**src/rtl/csc_pkg.sv**
```systemverilog
// Shared constants, types and elaboration-time tables for the cosine series checker.
`default_nettype none
package csc_pkg;

   localparam int FRAC_BITS    = 40;
   localparam int CORDIC_STEPS = 40;
   localparam int COUNT_BITS   = 14;
   localparam int X_W          = FRAC_BITS + 3;
   localparam int TOL_W        = FRAC_BITS + 1;
   localparam int REF_W        = FRAC_BITS + 2;
   localparam int SUM_W        = FRAC_BITS + 7;
   localparam int Z_W          = 45;
   localparam int CB           = 60;
   localparam int CSR_IDX_W    = 4;

   localparam logic [CSR_IDX_W-1:0] CSR_TERM_COUNT = 4'd0;
   localparam logic [CSR_IDX_W-1:0] CSR_TOLERANCE  = 4'd1;

   localparam logic [COUNT_BITS-1:0] TERM_COUNT_RST = 14'd10000;
   localparam logic [TOL_W-1:0]      TOLERANCE_RST  = 41'd10995;

   typedef logic signed [Z_W-1:0] angle_arr_type [CORDIC_STEPS];

   // unsigned quotient by shift and subtract, both operands non-negative
   function automatic longint udiv(longint num, longint den);
      logic [63:0] rem;
      logic [63:0] quo;
      rem = '0;
      quo = 64'(num);
      for (int b = 0; b < 64; b++) begin
         rem = {rem[62:0], quo[63]};
         quo = {quo[62:0], 1'b0};
         if (rem >= 64'(den)) begin
            rem    = rem - 64'(den);
            quo[0] = 1'b1;
         end
      end
      return longint'(quo);
   endfunction

   function automatic longint atan_inv5();
      longint p;
      longint s;
      longint t;
      p = udiv(longint'(1) <<< CB, 5);
      s = 0;
      for (int n = 0; n < 32; n++) begin
         if (p != 0) begin
            t = udiv(p, longint'(2 * n + 1));
            s = n[0] ? s - t : s + t;
            p = udiv(p, 25);
         end
      end
      return s;
   endfunction

   function automatic longint atan_inv239();
      longint p;
      longint s;
      longint t;
      p = udiv(longint'(1) <<< CB, 239);
      s = 0;
      for (int n = 0; n < 32; n++) begin
         if (p != 0) begin
            t = udiv(p, longint'(2 * n + 1));
            s = n[0] ? s - t : s + t;
            p = udiv(p, 57121);
         end
      end
      return s;
   endfunction

   function automatic longint atan_pow2(int i);
      longint s;
      longint t;
      s = 0;
      for (int n = 0; n < 32; n++) begin
         if (i * (2 * n + 1) <= CB) begin
            t = udiv(longint'(1) <<< (CB - i * (2 * n + 1)), longint'(2 * n + 1));
            s = n[0] ? s - t : s + t;
         end
      end
      return s;
   endfunction

   function automatic longint inv_one_plus(int i);
      longint s;
      s = 0;
      if (i == 0) begin
         s = longint'(1) <<< (CB - 1);
      end else begin
         for (int n = 0; n <= CB; n++) begin
            if (2 * n * i <= CB) begin
               s = n[0] ? s - (longint'(1) <<< (CB - 2 * n * i))
                        : s + (longint'(1) <<< (CB - 2 * n * i));
            end
         end
      end
      return s;
   endfunction

   function automatic longint to_frac(longint v);
      return (v + (longint'(1) <<< (CB - FRAC_BITS - 1))) >>> (CB - FRAC_BITS);
   endfunction

   function automatic logic [63:0] build_k2();
      logic [127:0] p;
      logic [63:0]  k;
      k = 64'd1 << CB;
      for (int i = 0; i < CORDIC_STEPS; i++) begin
         p = {64'd0, k} * {64'd0, 64'(inv_one_plus(i))};
         k = p[CB +: 64];
      end
      return k;
   endfunction

   function automatic angle_arr_type build_angles();
      angle_arr_type a;
      longint pi4;
      pi4 = 4 * atan_inv5() - atan_inv239();
      for (int i = 0; i < CORDIC_STEPS; i++) begin
         a[i] = (i == 0) ? Z_W'(to_frac(pi4)) : Z_W'(to_frac(atan_pow2(i)));
      end
      return a;
   endfunction

   localparam longint PI4_C = 4 * atan_inv5() - atan_inv239();
   localparam logic signed [Z_W-1:0] PI_F      = Z_W'(to_frac(4 * PI4_C));
   localparam logic signed [Z_W-1:0] HALF_PI_F = Z_W'(to_frac(2 * PI4_C));
   localparam logic [63:0]           K2_C      = build_k2();
   localparam angle_arr_type         ANGLE     = build_angles();

endpackage
`default_nettype wire

```
**src/rtl/cosine_series_convergence.sv**
```systemverilog
// Top level: CORDIC reference and Maclaurin series check of cos(2x)-1 on one shared sequencer.
`default_nettype none
// Each beat on req carries x (signed Q.40). The block forms ref = 2*cos(x)^2 - 2 with a
// 40-step CORDIC, then sums the series for cos(2x)-1 over term_count terms and reports
// the sum (saturated to 47 bits) and the first term index whose partial sum lies within
// tolerance of ref (0 if none). One item is worked at a time and req_tready is low while
// it runs. Work starts with the 40-step CORDIC and three shift-add multiplies, then each later
// term forms 2k(2k-1), takes the bit-serial quotient q/(2k(2k-1)), loads the multiplier,
// runs the shift-add product, and then takes the product, accumulates and compares. The
// loop ends at term_count or at the first zero term, so the largest arguments need about
// 23 terms, and x = 0 finishes after one term. The result waits in an output register;
// the next item is taken once the result is loaded there. Configuration writes are taken
// at any time (csr_ready is always high) but are meant for idle periods only.
module cosine_series_convergence
   import csc_pkg::*;
(
   input  wire logic                 clock,
   input  wire logic                 reset,
   input  wire logic                 req_tvalid,
   output logic                      req_tready,
   input  wire logic [47:0]          req_tdata,   // [42:0] x_value, rest zero
   output logic                      rsp_tvalid,
   input  wire logic                 rsp_tready,
   output logic [103:0]              rsp_tdata,   // [41:0] ref_value, [88:42] series_sum,
                                                  // [102:89] converge_index, rest zero
   input  wire logic                 csr_valid,
   output logic                      csr_ready,
   input  wire logic [CSR_IDX_W-1:0] csr_index,
   input  wire logic [TOL_W-1:0]     csr_data
);

   localparam int MUL_W  = 60;
   localparam int C_W    = 44;
   localparam int Q_W    = 48;
   localparam int T_W    = 56;
   localparam int S_W    = 58;
   localparam int D_W    = 60;
   localparam int DEN_W  = 30;

   typedef enum logic [3:0] {
      S_IDLE, S_CORDIC, S_SQ, S_MUL, S_MRES, S_ACC, S_TEST, S_DEN, S_DIV, S_DRES, S_DONE
   } state_type;

   typedef enum logic [1:0] {OP_XX, OP_C2, OP_Q, OP_TERM} op_type;

   state_type                state_ff, state_in;
   op_type                   op_ff, op_in;
   logic [5:0]               cnt_ff, cnt_in;
   logic signed [X_W-1:0]    x_ff, x_in;
   logic signed [Z_W-1:0]    z_ff, z_in;
   logic signed [C_W-1:0]    cx_ff, cx_in, cy_ff, cy_in;
   logic [MUL_W-1:0]         acc_ff, acc_in, mlo_ff, mlo_in, mul_a_ff, mul_a_in;
   logic                     neg_ff, neg_in;
   logic [REF_W-1:0]         y_ff, y_in;
   logic [Q_W-1:0]           q_ff, q_in, dq_ff, dq_in;
   logic signed [T_W-1:0]    term_ff, term_in;
   logic signed [S_W-1:0]    sum_ff, sum_in;
   logic [COUNT_BITS-1:0]    k_ff, k_in, found_ff, found_in;
   logic [DEN_W-1:0]         den_ff, den_in, rem_ff, rem_in;
   logic [COUNT_BITS-1:0]    count_cfg_ff, count_cfg_in;
   logic [TOL_W-1:0]         tol_ff, tol_in;
   logic                     rsp_valid_ff, rsp_valid_in;
   logic [103:0]             rsp_data_ff, rsp_data_in;

   // scratch
   logic signed [Z_W-1:0]    xs, ax;
   logic signed [C_W-1:0]    dx, dy, cx_abs;
   logic [MUL_W:0]           mul_sum;
   logic [2*MUL_W-1:0]       prod;
   logic [43:0]              xx;
   logic [44:0]              c2w;
   logic [40:0]              c2;
   logic [42:0]              yt;
   logic signed [44:0]       tx, tx_abs;
   logic [T_W-1:0]           mm;
   logic signed [D_W-1:0]    diff, ad;
   logic [14:0]              kk;
   logic [DEN_W:0]           rem_sh;
   logic                     ge;
   logic signed [SUM_W-1:0]  sum_sat;

   assign req_tready = (state_ff == S_IDLE);
   assign rsp_tvalid = rsp_valid_ff;
   assign rsp_tdata  = rsp_data_ff;
   assign csr_ready  = 1'b1;

   always_comb begin
      state_in     = state_ff;
      op_in        = op_ff;
      cnt_in       = cnt_ff;
      x_in         = x_ff;
      z_in         = z_ff;
      cx_in        = cx_ff;
      cy_in        = cy_ff;
      acc_in       = acc_ff;
      mlo_in       = mlo_ff;
      mul_a_in     = mul_a_ff;
      neg_in       = neg_ff;
      y_in         = y_ff;
      q_in         = q_ff;
      dq_in        = dq_ff;
      term_in      = term_ff;
      sum_in       = sum_ff;
      k_in         = k_ff;
      found_in     = found_ff;
      den_in       = den_ff;
      rem_in       = rem_ff;
      count_cfg_in = count_cfg_ff;
      tol_in       = tol_ff;
      rsp_valid_in = rsp_valid_ff && !rsp_tready;
      rsp_data_in  = rsp_data_ff;

      xs      = Z_W'(x_ff);
      ax      = '0;
      dx      = cy_ff >>> cnt_ff;
      dy      = cx_ff >>> cnt_ff;
      cx_abs  = cx_ff[C_W-1] ? -cx_ff : cx_ff;
      mul_sum = {1'b0, acc_ff} + (mlo_ff[0] ? {1'b0, mul_a_ff} : '0);
      prod    = {acc_ff, mlo_ff};
      xx      = prod[FRAC_BITS +: 44];
      c2w     = prod[CB +: 45];
      c2      = (c2w > 45'(64'd1 << FRAC_BITS)) ? 41'(64'd1 << FRAC_BITS) : c2w[40:0];
      yt      = {1'b0, c2, 1'b0} - (43'd1 << (FRAC_BITS + 1));
      tx      = {x_ff[X_W-1], x_ff, 1'b0};
      tx_abs  = tx[44] ? -tx : tx;
      mm      = prod[FRAC_BITS +: T_W] + T_W'(neg_ff && (|prod[FRAC_BITS-1:0]));
      diff    = D_W'(signed'(y_ff)) - D_W'(sum_ff);
      ad      = diff[D_W-1] ? -diff : diff;
      kk      = {k_ff, 1'b0};
      rem_sh  = {rem_ff, dq_ff[Q_W-1]};
      ge      = rem_sh >= {1'b0, den_ff};
      if (sum_ff > S_W'(signed'({1'b0, {(SUM_W-1){1'b1}}}))) begin
         sum_sat = {1'b0, {(SUM_W-1){1'b1}}};
      end else if (sum_ff < -S_W'(signed'({1'b0, {(SUM_W-1){1'b1}}})) - S_W'(1)) begin
         sum_sat = {1'b1, {(SUM_W-1){1'b0}}};
      end else begin
         sum_sat = sum_ff[SUM_W-1:0];
      end

      // configuration beats
      if (csr_valid) begin
         unique case (csr_index)
            CSR_TERM_COUNT: count_cfg_in = csr_data[COUNT_BITS-1:0];
            CSR_TOLERANCE:  tol_in = csr_data;
            default: ;
         endcase
      end

      unique case (state_ff)
         S_IDLE: begin
            if (req_tvalid) begin
               x_in   = req_tdata[X_W-1:0];
               xs     = Z_W'(signed'(req_tdata[X_W-1:0]));
               ax     = xs[Z_W-1] ? -xs : xs;
               // fold large arguments: cos^2 is the same at pi-|x|
               z_in   = (ax > HALF_PI_F) ? PI_F - ax : ax;
               cx_in  = C_W'(64'd1 << FRAC_BITS);
               cy_in  = '0;
               cnt_in = '0;
               state_in = S_CORDIC;
            end
         end
         S_CORDIC: begin
            if (!z_ff[Z_W-1]) begin
               cx_in = cx_ff - dx;
               cy_in = cy_ff + dy;
               z_in  = z_ff - ANGLE[cnt_ff];
            end else begin
               cx_in = cx_ff + dx;
               cy_in = cy_ff - dy;
               z_in  = z_ff + ANGLE[cnt_ff];
            end
            cnt_in = cnt_ff + 6'd1;
            if (cnt_ff == 6'(CORDIC_STEPS - 1)) begin
               state_in = S_SQ;
            end
         end
         S_SQ: begin
            mul_a_in = MUL_W'(unsigned'(cx_abs));
            mlo_in   = MUL_W'(unsigned'(cx_abs));
            acc_in   = '0;
            cnt_in   = '0;
            op_in    = OP_XX;
            state_in = S_MUL;
         end
         S_MUL: begin
            acc_in = mul_sum[MUL_W:1];
            mlo_in = {mul_sum[0], mlo_ff[MUL_W-1:1]};
            cnt_in = cnt_ff + 6'd1;
            if (cnt_ff == 6'(MUL_W - 1)) begin
               state_in = S_MRES;
            end
         end
         S_MRES: begin
            acc_in = '0;
            cnt_in = '0;
            unique case (op_ff)
               OP_XX: begin
                  mul_a_in = MUL_W'(xx);
                  mlo_in   = K2_C[MUL_W-1:0];
                  op_in    = OP_C2;
                  state_in = S_MUL;
               end
               OP_C2: begin
                  y_in     = yt[REF_W-1:0];
                  mul_a_in = MUL_W'(unsigned'(tx_abs));
                  mlo_in   = MUL_W'(unsigned'(tx_abs));
                  op_in    = OP_Q;
                  state_in = S_MUL;
               end
               OP_Q: begin
                  q_in     = prod[FRAC_BITS +: Q_W];
                  k_in     = COUNT_BITS'(1);
                  found_in = '0;
                  sum_in   = '0;
                  term_in  = -T_W'(signed'({1'b0, prod[FRAC_BITS+1 +: Q_W-1]}));
                  state_in = (count_cfg_ff == '0) ? S_DONE : S_ACC;
               end
               OP_TERM: begin
                  term_in  = neg_ff ? -signed'(mm) : signed'(mm);
                  state_in = S_ACC;
               end
               default: state_in = S_IDLE;
            endcase
         end
         S_ACC: begin
            sum_in   = sum_ff + S_W'(term_ff);
            state_in = S_TEST;
         end
         S_TEST: begin
            if (found_ff == '0 && ad < D_W'(tol_ff)) begin
               found_in = k_ff;
            end
            // stop at the configured count or once the terms have vanished
            if (term_ff == '0 || k_ff == count_cfg_ff) begin
               state_in = S_DONE;
            end else begin
               k_in     = k_ff + COUNT_BITS'(1);
               state_in = S_DEN;
            end
         end
         S_DEN: begin
            den_in   = DEN_W'(kk) * DEN_W'(kk - 15'd1);
            rem_in   = '0;
            dq_in    = q_ff;
            cnt_in   = '0;
            state_in = S_DIV;
         end
         S_DIV: begin
            rem_in = ge ? DEN_W'(rem_sh - {1'b0, den_ff}) : rem_sh[DEN_W-1:0];
            dq_in  = {dq_ff[Q_W-2:0], ge};
            cnt_in = cnt_ff + 6'd1;
            if (cnt_ff == 6'(Q_W - 1)) begin
               state_in = S_DRES;
            end
         end
         S_DRES: begin
            // term * -(q/den): the ratio is negative, so flip the sign of term
            mul_a_in = MUL_W'(unsigned'(term_ff[T_W-1] ? -term_ff : term_ff));
            mlo_in   = MUL_W'(dq_ff);
            neg_in   = !term_ff[T_W-1];
            acc_in   = '0;
            cnt_in   = '0;
            op_in    = OP_TERM;
            state_in = S_MUL;
         end
         S_DONE: begin
            if (!rsp_valid_ff || rsp_tready) begin
               rsp_data_in  = {1'b0, found_ff, sum_sat, y_ff};
               rsp_valid_in = 1'b1;
               state_in     = S_IDLE;
            end
         end
         default: state_in = S_IDLE;
      endcase
   end

   always_ff @(posedge clock) begin
      op_ff       <= op_in;
      cnt_ff      <= cnt_in;
      x_ff        <= x_in;
      z_ff        <= z_in;
      cx_ff       <= cx_in;
      cy_ff       <= cy_in;
      acc_ff      <= acc_in;
      mlo_ff      <= mlo_in;
      mul_a_ff    <= mul_a_in;
      neg_ff      <= neg_in;
      y_ff        <= y_in;
      q_ff        <= q_in;
      dq_ff       <= dq_in;
      term_ff     <= term_in;
      sum_ff      <= sum_in;
      k_ff        <= k_in;
      found_ff    <= found_in;
      den_ff      <= den_in;
      rem_ff      <= rem_in;
      rsp_data_ff <= rsp_data_in;
      if (reset) begin
         state_ff     <= S_IDLE;
         rsp_valid_ff <= 1'b0;
         count_cfg_ff <= TERM_COUNT_RST;
         tol_ff       <= TOLERANCE_RST;
      end else begin
         state_ff     <= state_in;
         rsp_valid_ff <= rsp_valid_in;
         count_cfg_ff <= count_cfg_in;
         tol_ff       <= tol_in;
      end
   end

   a_cordic_bound: assert property (@(posedge clock) disable iff (reset)
      state_ff == S_CORDIC |-> cnt_ff < 6'(CORDIC_STEPS))
      else $error("CORDIC step counter past last step");

   a_found_le_k: assert property (@(posedge clock) disable iff (reset)
      state_ff == S_TEST |-> (found_ff == '0 || found_ff <= k_ff))
      else $error("convergence index ahead of term index");

   a_den_nonzero: assert property (@(posedge clock) disable iff (reset)
      state_ff == S_DIV |-> den_ff != '0)
      else $error("divide started with zero denominator");

   a_rsp_from_done: assert property (@(posedge clock) disable iff (reset)
      $rose(rsp_valid_ff) |-> $past(state_ff) == S_DONE)
      else $error("result raised outside completion");

endmodule
`default_nettype wire
```
**config.mk**
```make
export PLATFORM = sky130hd
export DESIGN_NAME = cosine_series_convergence
export DESIGN_NICKNAME = d
export VERILOG_FILES = /design/src/rtl/csc_pkg.sv /design/src/rtl/cosine_series_convergence.sv
export SDC_FILE = /design/constraint.sdc
export NUM_CORES = 2
export LEC_CHECK = 0
export BUFFER_PORTS_ARGS = -buffer_cell sky130_fd_sc_hd__buf_2
export CAP_MARGIN = 10
export CORE_MARGIN = 5
export CORE_UTILIZATION = 60
export CTS_BUF_LIST = sky130_fd_sc_hd__clkbuf_2
export DETAILED_ROUTE_END_ITERATION = 6
export PLACE_DENSITY = 0.86
export SLEW_MARGIN = 25
export SYNTH_ARGS = -nofsm -noshare
export SYNTH_HDL_FRONTEND = slang
export SYNTH_SLANG_ARGS = --single-unit
```
**constraint.sdc**
```tcl
create_clock -name clock -period 8.6 [get_ports clock]
set_input_delay 0.43 -clock clock [delete_from_list [all_inputs] [get_ports clock]]
set_output_delay 0.43 -clock clock [all_outputs]
set_load 0.05 [all_outputs]
```
* Word-level counts from Yosys, hierarchy flattened
Memory sizes are Yosys's and may differ from the RTL's. Index checks and enable logic that the tools add are counted.
Operators by class: $add $sub $neg 23, $mul 1, order comparisons 7, eq/ne operators 27, shifts and indexed selects 2, multiplexer cells 53, bitwise logic cells 1, reductions and logical operators 44
Operator list (count):
- 60-bit case mux with 2 select lines | 3
- 45-bit two-way mux | 7
- 60-bit case mux with 4 select lines | 1
- 44-bit two-way mux | 5
- 60-bit case mux with 3 select lines | 1
- 44-bit case mux with 2 select lines | 2
- 60-bit two-way mux | 2
- 58-bit case mux with 2 select lines | 1
- 56-bit two-way mux | 2
- 56-bit negator | 2
- 56-bit case mux with 2 select lines | 1
- 48-bit case mux with 2 select lines | 1
- 45-bit case mux with 2 select lines | 1
- 44-bit adder | 2
- 44-bit by 6-bit >>> shifter with 44-bit output | 2
- 44-bit subtractor | 2
- 60-bit by 60-bit adder with 61-bit output | 1
- 60-bit by 41-bit < comparator with 1-bit output | 1
- 59-bit negator with 60-bit output | 1
- 30-bit case mux with 2 select lines | 1
- 42-bit by 58-bit subtractor with 59-bit output | 1
- 58-bit by 56-bit adder with 58-bit output | 1
- 58-bit by 47-bit greater-than comparator with 1-bit output, second input constant | 1
- 58-bit by 47-bit < comparator with 1-bit output, second input constant | 1
- 60 further kinds | 115
Word-level totals: bits in registers 867, ROM bits 2880, bits of input ports 98, output and inout port bits 107, logic and storage cells 184, memories 1
Memories:
- (name not given) | words 64, bits a word 45, read ports 1, clocked after Yosys merged registers in 0, write ports 0, RTL line cosine_series_convergence.sv:171 | z_in = z_ff + ANGLE[cnt_ff];

* Logic depth before layout (Yosys ltp)
word-level depth 7, gate-level depth with buffers 36, depth with buffers taken out 31

* Worst setup path before layout
Ideal clock, no wire load.
path kind reg2reg, start reg k_ff[0], end reg den_ff[28] (data pin), setup time 0.258 ns, arrival time 8.311 ns, data required time 8.342 ns, setup slack 0.031 ns, cell stages (with the launch flop) 34, path buffers 3, clock period less this slack 8.569 ns, cell sequence edfxtp_1 clkbuf_1 clkbuf_1 inv_2 ha_1 inv_1 or3_1 or3_1 or3_1 or3_1 or3_1 ha_1 clkbuf_1 nand2b_1 fa_1 inv_1 fa_1 fa_1 fa_1 fa_1 inv_1 fa_1 inv_1 ha_1 a21o_1 a21oi_1 nor2b_1 nor4_1 o211ai_1 a31o_2 a21oi_1 o21bai_1 a21oi_1 xnor2_1
Between the ends: longest elaborated chain between the ends 2
Ends and longest elaborated chain:
- start, declared | RTL line cosine_series_convergence.sv:58 | logic [COUNT_BITS-1:0] k_ff, k_in, found_ff, found_in;
- start signal, assigned | RTL line cosine_series_convergence.sv:294 | k_ff <= k_in;
- 15-bit by 1-bit subtractor with 16-bit output | RTL line cosine_series_convergence.sv:243 | den_in = DEN_W'(kk) * DEN_W'(kk - 15'd1);
- 14-bit by 30-bit multiplier with 29-bit output (*) | RTL line cosine_series_convergence.sv:243
- end signal, assigned | RTL line cosine_series_convergence.sv:296 | den_ff <= den_in;
- end, declared | RTL line cosine_series_convergence.sv:59 | logic [DEN_W-1:0] den_ff, den_in, rem_ff, rem_in;
Mark *: on every way between the ends. The rest lies on a longest branch, timed or not. A chain may end at the register's enable or synchronous reset.

* Worst setup path after layout
start reg k_ff[1], end reg den_ff[28] (data pin)
The elaborated chain is that of the path after synthesis.

==> impl_metrics.json <==
{
  "fp-row-count": 132,
  "slew_viol_final": 0,
  "sw_frac_of_total": 0.500,
  "path_class": "flip-flop to flip-flop",
  "yosys.cell_count.top_type": "nand2_1",
  "track_usage": 0.372,
  "r2r-start": "k_ff[1]",
  "yosys_register_bits": 861,
  "p_int_uw": 19200,
  "min_path_type": "primary input to flip-flop",
  "dieHeight_um": 372,
  "fin_crit_ns": 8.78,
  "end_kind": "flip-flop",
  "final-setup-viol-count": 4,
  "power.density_nw_per_um2": 444,
  "crit_path_max_incr_delay_ns": 0.67,
  "portBuffers": 196,
  "drive_gt1_frac": 0.113,
  "max_cap_violations": 0,
  "routed_wirelength_mm": 265,
  "insertion_delay_ns": 1.98,
  "min_from": "req_tdata[32]",
  "gp_congestion": 1.01,
  "power_switching_uw": 19300,
  "clkTransAtPathRegs_ns": 0.18,
  "pwr-share-seq": 0.204,
  "total_power_uw": 38500,
  "first_iter_violations": 9627,
  "synth_top_cell_area_share": 0.307,
  "floorplan.die_area_um2": 138000,
  "syn_inst": 8723,
  "placed_cells": 10400,
  "power_leakage_uw": 0.0353,
  "tritoncts": "yes",
  "synth_edf_count": 801,
  "vdd_drop_max_mv": 0.673,
  "cts.sinks": 861,
  "grt_pass1_vias": 70100,
  "synth_cell_types": 107,
  "synth_flop_cell": "edfxtp_1",
  "yosys-top-cells-count": "843 x nand2_1, 813 x nor2_1, 801 x edfxtp_1, 564 x a21oi_1, 546 x inv_1",
  "ios": 205,
  "cp.arrival_ns": 10.30,
  "firstDrtPassIters": 7,
  "relSlewSlack": 0.167,
  "place_hpwl_mm": 185,
  "min_period_over_period": 1.02,
  "required_ns": 10.12,
  "combPwrFrac": 0.716,
  "wl_per_cell_um": 23.8,
  "setup_ws_ns": -0.183,
  "syn_area_per_cell_um2": 8.99,
  "synth_warnings": 0,
  "grt_pass1_wl_mm": 400,
  "numCtsBuffers": 219,
  "status": "finished with violations",
  "synth_top_cell_by_area": "edfxtp_1",
  "path_max_fanout": 6,
  "clkPwrFrac": 0.080,
  "finClkSkew_ns": 0.334,
  "worstMarginPinSlew_ns": 1.25,
  "post_layout_nonfiller_instances": 11100,
  "cts_root_buf": "clkbuf_2",
  "vias_per_cell": 6.49,
  "drtAntennaViolNets": 0,
  "ys_seq_area_frac": 0.322,
  "startpoint": "k_ff[1]",
  "synth-async-reset-ratio": 0,
  "start_util": 0.605,
  "nFillCells": 10000,
  "syn2layout_area_growth_pct": 10.6,
  "synthesis.area_um2": 78400,
  "num_vias": 72200,
  "antenna_found_initial": 21,
  "grt_max_degree": 106,
  "fmax_mhz": 114,
  "rsz0062_at_grt": "true",
  "drc": 153,
  "violations": "DRC, setup timing",
  "fin_nets": 9984,
  "die_w_um": 372,
  "hold_violations": 0,
  "core_um2": 130000,
  "overflow": 0,
  "worst_path_most_repeated_cell": "fa_1",
  "cts_buffer_depth": 3,
  "cts-htree-levels": 4,
  "start_kind": "flip-flop",
  "slowest_stage": "edfxtp_1",
  "synth_area_leaders": "edfxtp_1 31%, ha_1 7.4%, fa_1 5.6%, xnor2_1 5.1%, xor2_1 4.1%"
}
[per-layer routing]
layer / track usage / up-vias / part of all wire
met2: 0.586 / 4743 / 0.44
li1: - / 32400 / -
met4: 0.239 / 18 / 0.079
met1: 0.459 / 34000 / 0.37
met3: 0.0893 / 1143 / 0.11
met5: 0.00463 / - / 0.0010
[cell families (layout without fill, tap and decap cells)]
group,count (synthesis),in the layout,synth area share
compound gates,2081,2081,0.169
xor+xnor,820,820,0.0916
fa+ha+maj,684,684,0.130
buf+inv,1004,1636,0.0504
flops,861,861,0.322
mux,252,252,0.0501
other cells,2,41,0.0000957
simple gates,3019,3019,0.187
[critical path, delay by kind of cell (launching register included)]
kind,cells,cell delay [ns]
AND/OR/NAND/NOR,8,2.34
flip-flops,1,0.67
AO/OA/AOI/OAI,7,1.15
buffers and inverters,5,0.38
XOR/XNOR,1,0.07
adder cells (fa/ha/maj),9,3.73
[sequential cells by signal (all words and copies together), names as in the netlist, 45 cells and up]
signal / count
dq_ff: 48
q_ff: 48
term_ff: 56
mlo_ff: 60
sum_ff: 58
z_ff: 45
acc_ff: 60
rsp_tdata: 102
mul_a_ff: 56
[cells in the final DEF, fill, tap and decap left out, types with 176 or more instances in the layout]
cell,count
a21o_1,195
o21ai_0,500
buf_2,197
nor2_1,805
nand2_1,835
xnor2_1,457
fa_1,218
buf_4,208
clkbuf_2,309
nand2b_1,176
ha_1,456
inv_1,541
xor2_1,363
a21oi_1,557
edfxtp_1,801
dlygate4sd3_1,277
and2_1,191
[metrics by stage]
stage	setup slack [ns]	hold WS (ns)	instance area, µm²	TNS [ns]	util
floorplan	0.0314	0.421	78500	0	-
global placement	0.0510	0.435	81600	0	0.629
detailed placement	-0.162	0.435	81600	-0.180	0.629
CTS	0.0222	0.00210	86500	0	0.667
global route	-0.574	0.00231	86700	-2.67	0.669
finish	-0.183	0.0768	86700	-0.409	0.669
[path summary, 6_finish.rpt]
kind | slack [ns] | cells past startpoint | endpoint
worst max-delay path | -0.18 | 30 | den_ff[28]
worst min-delay path | 0.08 | 3 | x_ff[32]
worst min register to register | 0.41 | 0 | rsp_tdata[16]
worst max register to register | -0.18 | 30 | den_ff[28]
[repair_timing]
action / 4_1_cts / 5_1_grt
setup endpoints to repair: 5 / 13
gates resized for setup: 4 / 33
buffers inserted: 2 / 4
hold buffers: 277 / 1
pin swaps: 2 / 17
endpoints found under the hold margin: 224 / 35
[final cells by class]
| type | instances | area, µm² | share of cell area |
|---|---|---|---|
| Multi-Input combinational cell | 6880 | 49700 | 0.573 |
| Antenna cell | 17 | 42.5 | 0.000490 |
| Clock buffer | 309 | 1550 | 0.0178 |
| Inverter | 551 | 2070 | 0.0239 |
| Tap cell | 1742 | 2180 | 0.0251 |
| Sequential cell | 861 | 25300 | 0.291 |
| Timing Repair Buffer | 689 | 5450 | 0.0628 |
| Clock inverter | 87 | 536 | 0.00617 |
[power groups by stage]
stage / Sequential [µW] / Combinational, µW / Clock, µW
final: 7840 / 27600 / 3080
after global routing: 7880 / 30300 / 3320
after CTS: 7760 / 26600 / 3030
after detailed placement: 7850 / 26300 / 0
after global placement: 7800 / 25300 / 0
after floorplan: 7050 / 20200 / 0
Power figures use the tool's default switching activity.
